[src/rtl/core/sclb_pkg.sv]
// ----------------------------------------------------------------------------
// sclb_pkg
// Shared widths, register indexes, MAC control word and tap selection for the
// separable convolution line buffer.
// ----------------------------------------------------------------------------
package sclb_pkg;

    localparam int PIX_W      = 16;
    localparam int TAP_W      = 16;
    localparam int HSUM_W     = 22;
    localparam int OUT_W      = 26;
    localparam int OCOL_W     = 10;
    localparam int OROW_W     = 16;
    localparam int PROD_W     = HSUM_W + TAP_W;
    localparam int ACC_W      = 42;
    localparam int FRAC_W     = 14;
    localparam int STEP_W     = 4;
    localparam int KSZ_W      = 4;
    localparam int IMG_W_W    = 11;
    localparam int IMG_H_W    = 16;
    localparam int CFG_IDX_W  = 3;
    localparam int CFG_DATA_W = 64;
    localparam int IN_TDATA_W  = 16;
    localparam int OUT_TDATA_W = 56;

    typedef enum logic [CFG_IDX_W-1:0] {
        CFG_IMAGE_WIDTH  = 3'd0,
        CFG_IMAGE_HEIGHT = 3'd1,
        CFG_KERNEL_WIDTH = 3'd2,
        CFG_KERNEL_HEIGHT = 3'd3,
        CFG_X_TAPS_LOW   = 3'd4,
        CFG_X_TAPS_HIGH  = 3'd5,
        CFG_Y_TAPS_LOW   = 3'd6,
        CFG_Y_TAPS_HIGH  = 3'd7
    } t_cfg_idx;

    typedef struct packed {
        logic clr;
        logic vld;
    } t_mac_ctl;

    function automatic logic signed [TAP_W-1:0] tap_sel(
        input logic [CFG_DATA_W-1:0] lo,
        input logic [CFG_DATA_W-1:0] hi,
        input logic [2:0]            idx
    );
        logic [CFG_DATA_W-1:0] src;
        src = idx[2] ? hi : lo;
        case (idx[1:0])
            2'd0: tap_sel = src[15:0];
            2'd1: tap_sel = src[31:16];
            2'd2: tap_sel = src[47:32];
            2'd3: tap_sel = src[63:48];
            default: tap_sel = '0;
        endcase
    endfunction

endpackage

[src/rtl/core/sclb_mac.sv]
// ----------------------------------------------------------------------------
// sclb_mac
// Shared multiply-accumulate: registered product, then accumulate.
// ----------------------------------------------------------------------------
module sclb_mac (
    input  logic                               i_clk,
    input  logic                               i_rst_n,
    input  sclb_pkg::t_mac_ctl                 i_ctl,
    input  logic signed [sclb_pkg::HSUM_W-1:0] i_a,
    input  logic signed [sclb_pkg::TAP_W-1:0]  i_b,
    output logic signed [sclb_pkg::ACC_W-1:0]  o_acc
);

    logic                               r_pvld;
    logic signed [sclb_pkg::PROD_W-1:0] r_prod;
    logic signed [sclb_pkg::ACC_W-1:0]  r_acc;

    always_ff @(posedge i_clk) begin
        if (!i_rst_n) begin
            r_pvld <= 1'b0;
        end else begin
            r_pvld <= i_ctl.vld;
        end
    end

    always_ff @(posedge i_clk) begin
        r_prod <= i_a * i_b;
        if (i_ctl.clr) begin
            r_acc <= '0;
        end else if (r_pvld) begin
            r_acc <= r_acc + {{(sclb_pkg::ACC_W - sclb_pkg::PROD_W){r_prod[sclb_pkg::PROD_W-1]}},
                              r_prod};
        end
    end

    assign o_acc = r_acc;

endmodule

[config.mk]
export PLATFORM = sky130hd
export DESIGN_NAME = sclb_mac
export DESIGN_NICKNAME = d
export VERILOG_FILES = /design/src/rtl/core/sclb_pkg.sv /design/src/rtl/core/sclb_mac.sv
export SDC_FILE = /design/constraint.sdc
export NUM_CORES = 1
export LEC_CHECK = 0
export ABC_AREA = 1
export BUFFER_PORTS_ARGS = -buffer_cell sky130_fd_sc_hd__buf_2
export CAP_MARGIN = 20
export CELL_PAD_IN_SITES_DETAIL_PLACEMENT = 0
export CELL_PAD_IN_SITES_GLOBAL_PLACEMENT = 1
export CORE_ASPECT_RATIO = 0.6
export CORE_MARGIN = 4
export CORE_UTILIZATION = 30
export CTS_BUF_LIST = sky130_fd_sc_hd__clkbuf_8
export CTS_CLUSTER_SIZE = 8
export DETAILED_ROUTE_END_ITERATION = 6
export PLACE_DENSITY_LB_ADDON = 0.1
export REMOVE_ABC_BUFFERS = 1
export SKIP_LAST_GASP = 1
export SLEW_MARGIN = 20
export SYNTH_ARGS = -nofsm -noshare
export SYNTH_HDL_FRONTEND = slang
export SYNTH_SLANG_ARGS = --single-unit
[constraint.sdc]
create_clock -name i_clk -period 15.69 [get_ports i_clk]
set_input_delay 0.7845 -clock i_clk [delete_from_list [all_inputs] [get_ports i_clk]]
set_output_delay 0.7845 -clock i_clk [all_outputs]
set_load 0.005 [all_outputs]
# Word level (Yosys, flattened, before mapping)
# Cells that the tools add are included.
[word_totals]
input_bits = 42
wordCells = 5
ff_bits = 81
[op_classes]
n_addsub = 1
multipliers = 1
[ops]
columns = ["op", "n"]
rows = [
  ["adder 42 bit", 1],
  ["multiplier 22 x 16 -> 38 bit", 1],
]

# Longest topological paths before layout
[depth]
depth_word = 1
mapped_depth = 29

# Worst setup path after synthesis
# Ideal clock, no wire load.
[synth_timing]
kind = "in2reg"
start = "in i_a[13] in the netlist's numbering"
end = "reg r_prod[34] in the netlist's numbering"
cell_stages = 25
path_buffers = 2
arrival_ns = 5.813
setup_time_ns = 0.112
required_ns = 15.578
slack_ns = 9.765
cell_sequence = "clkbuf_1 clkbuf_1 nand2_1 fa_1 inv_1 fa_1 inv_1 fa_1 inv_1 fa_1 inv_1 fa_1 inv_1 fa_1 ha_1 nand2_1 nor2_1 nor3b_2 nand2_2 nand2_2 nand2_2 o21ai_2 nand2_1 nand3_1 nand2_1"
[synth_via]
elab_chain_len = 1
[synth_rtl]
columns = ["item", "line", "rtl"]
rows = [
  ["from (decl)", "sclb_mac.sv:9", "input logic signed [sclb_pkg::HSUM_W-1:0] i_a,"],
  ["multiplier 22 x 16 -> 38 bit", "sclb_mac.sv:27", "r_prod <= i_a * i_b;"],
  ["to (signal assigned)", "sclb_mac.sv:27", ""],
  ["to (decl)", "sclb_mac.sv:15", "logic signed [sclb_pkg::PROD_W-1:0] r_prod;"],
]
# No other way between the ends.
# A chain may end at the register's enable or synchronous reset.

# Worst setup path in the final report
[layout_timing]
start = "in i_b[4] in the netlist's numbering"
end = "reg r_prod[37] in the netlist's numbering"
[layout_via]
elab_chain_len = 1
[layout_rtl]
columns = ["item", "line", "rtl"]
rows = [
  ["from (decl)", "sclb_mac.sv:10", "input logic signed [sclb_pkg::TAP_W-1:0] i_b,"],
  ["multiplier 22 x 16 -> 38 bit", "sclb_mac.sv:27", ""],
]
# No other way between the ends.

==> metrics.cfg <==
[outcome]
outcome = finished clean

[clock_tree]
cts_setup_buffers = 0
clkSinkCount = 81
cts-root-buf = clkbuf_8
path_clk_slew_ps = 80
cts_hold_buf = 0
post_cts_resized = 0
cts-buffers-inserted = 9
cts_buffer_depth = 2
cts_tree = yes
h-tree-depth = 3
clkLatencyLatePin_ps = 410

[routing]
routedWlPerCell_um = 18.2
drtAntennaViolNets = 0
drt_first_pass_iters = 5
drc = 0
vias = 16000
wirelength_um = 63800
drtIter0Drc = 1157
vias_per_cell = 4.54

[cells_and_area]
drive_above_1_share_pct = 6.13
layout.cells.non_filler = 3514
seq_area_um2 = 1620
fin_nets = 3194
multi_input_area_um2 = 14400
area_growth_pct = 7.09
fillers = 6822

[worst_setup_path]
path_class = in -> reg
start_kind = input port
path_cells = buf_2 -> nand2_1 -> fa_1 -> inv_1 -> fa_1 -> fa_1 -> fa_1 -> inv_1 -> fa_1 -> fa_1 -> inv_1 -> ha_1 -> nand2_1 -> nor2_1 -> nand2_1 -> nor2_1 -> nand3_1 -> nand4_1 -> xnor2_1
slowest_delay_ps = 800
rr_startpoint = o_acc[0]
cp_data_arrival_time_ps = 6910
reg2reg_depth = 15
endpoint_kind = register
crit_path_max_fanout = 22
required_ps = 15980
r2r_slack_ps = 12660
path_common_cell = fa_1
cpMaxStageDelayCell = fa_1
r2r_end = o_acc[28]

[worst_hold_path]
holdPathStages = 2
min_to = o_acc[0]
hold_path.class = reg -> reg
hold_start = o_acc[0]

[floorplan]
die_x_um = 334
initial_core_util_pct = 30.4
io_pins = 84
num_rows = 71
core_um2 = 62800
die_area_um2 = 67900
die-height_um = 203

[global_route]
antenna_found_initial = 1
grt_pass1_wl_um = 100000
grt_pass1_vias = 16500
overflow = 0
grt_max_degree = 68
grt_use_total_pct = 19.4

[logic_synthesis]
synthMuxAreaShare_pct = 0
synthAdderAreaFrac_pct = 45.2
synth.most_common_cell = inv_1
synthFlopType = dfxtp_1
yosys-top-cells-area = fa_1, inv_1, nand2_1
yosysTopAreaCellShare_pct = 36.4
syn_inst = 2658
synth_top_family_by_area = adder cells
synth_area_per_cell_um2 = 7.18
synth_seq_cells = 81
synth_simple_gate_area_share_pct = 22.0
synth_top_area_cell = fa_1
seq_area_frac_synth_pct = 8.50
ys_top_cells_by_count = inv_1, nand2_1, fa_1
yosysUniqueCellTypes = 44
yosysWarningCount = 0
synth_xor_area_share_pct = 2.57
synth-compound-area-share_pct = 5.71
async_reset_ff_share_pct = 0
synth_edf_count = 0
syn_area_um2 = 19100

[timing]
drv_slew = 0
min_period_ps = 6620
clock.fmax_mhz = 151
period_share_pct = 42.2
setup_tns_ps = 0
hold_viol_final = 0
skew_ps = 11.7
setup_viol = 0
grt_setup_unrepaired = no
holdWs_ps = 500
slew_headroom_pct = 27.8
worstMarginPinSlew_ps = 1080

[run]
drv_cap = 0

[placed_design]
dp_hpwl_um = 54200
portBuffers = 83
placed_cells = 3498
gp_congestion = 0.895

==> final cells by class <==
| cell class | count | area share (%) |
|---|---|---|
| Antenna cell | 1 | 0.0122 |
| Clock buffer | 9 | 0.606 |
| Clock inverter | 6 | 0.300 |
| Inverter | 730 | 13.4 |
| Multi-Input combinational cell | 1763 | 70.5 |
| Sequential cell | 81 | 7.94 |
| Tap cell | 839 | 5.14 |
| Timing Repair Buffer | 85 | 2.11 |
==> routing by layer <==
layer	global-route usage, %	vias up	part of all wire, %
met3	3.74	25	7.1
met5	0	-	0
met2	26.5	415	38
li1	-	7696	-
met1	32.2	7823	54
met4	1.36	0	0.54
==> state kept, by name (all words and copies together), names as in the netlist <==
signal  flops
o_acc      42
r_pvld      1
r_prod     38
==> per-stage QoR <==
step	setup slack [ps]	instance area (um^2)	util, %
after CTS	9160	20400	32.5
final	9070	20400	32.5
after global routing	8860	20400	32.5
after global placement	8740	20300	32.2
after floorplan	10140	18800	-
after detailed placement	8720	20300	32.2
==> worst max-delay path by stage <==
stage                       start    endpoint  slack, ps  cells past startpoint
after global placement     i_b[4]  r_prod[37]       8740                     19
after global routing       i_b[4]  r_prod[37]       8860                     19
after CTS                  i_b[4]  r_prod[37]       9160                     19
after detailed placement   i_b[4]  r_prod[37]       8720                     19
final                      i_b[4]  r_prod[37]       9070                     19
after floorplan           i_b[15]  r_prod[34]      10140                     22
==> kinds of logic after synthesis <==
| group | after synthesis |
|---|---|
| xor+xnor | 56 |
| flops | 81 |
| buf+inv | 814 |
| fa+ha+maj | 482 |
| compound gates | 188 |
| simple gates | 1037 |
==> worst max-delay path: cells and delay by family <==
kind	cells	cell delay [ps]
fa+ha+maj	7	3940
buf+inv	4	660
simple gates	7	1430
xor+xnor	1	100
==> layout by cell type (no fill, tap or decap), types with 3 or more instances in the layout <==
cell,instances
fa_1,347
a21oi_1,78
nor3_1,4
buf_2,83
nand4_1,21
clkbuf_8,9
nor4_1,3
nand3_1,59
nor2_2,9
nand2_2,13
or2_2,4
xor2_1,41
inv_1,716
nand2_1,693
o21bai_1,12
o21ai_2,3
clkinv_1,3
a211oi_1,3
a21oi_2,6
a31oi_1,5
a21o_1,6
o21ai_1,24
ha_1,135
nor2_1,216
xnor2_1,15
o21ai_0,42
inv_2,12
dfxtp_1,80
nand3_2,4
Power is not shown: default switching activity piles up to over one toggle a cycle in this logic, so the estimate is an artifact.
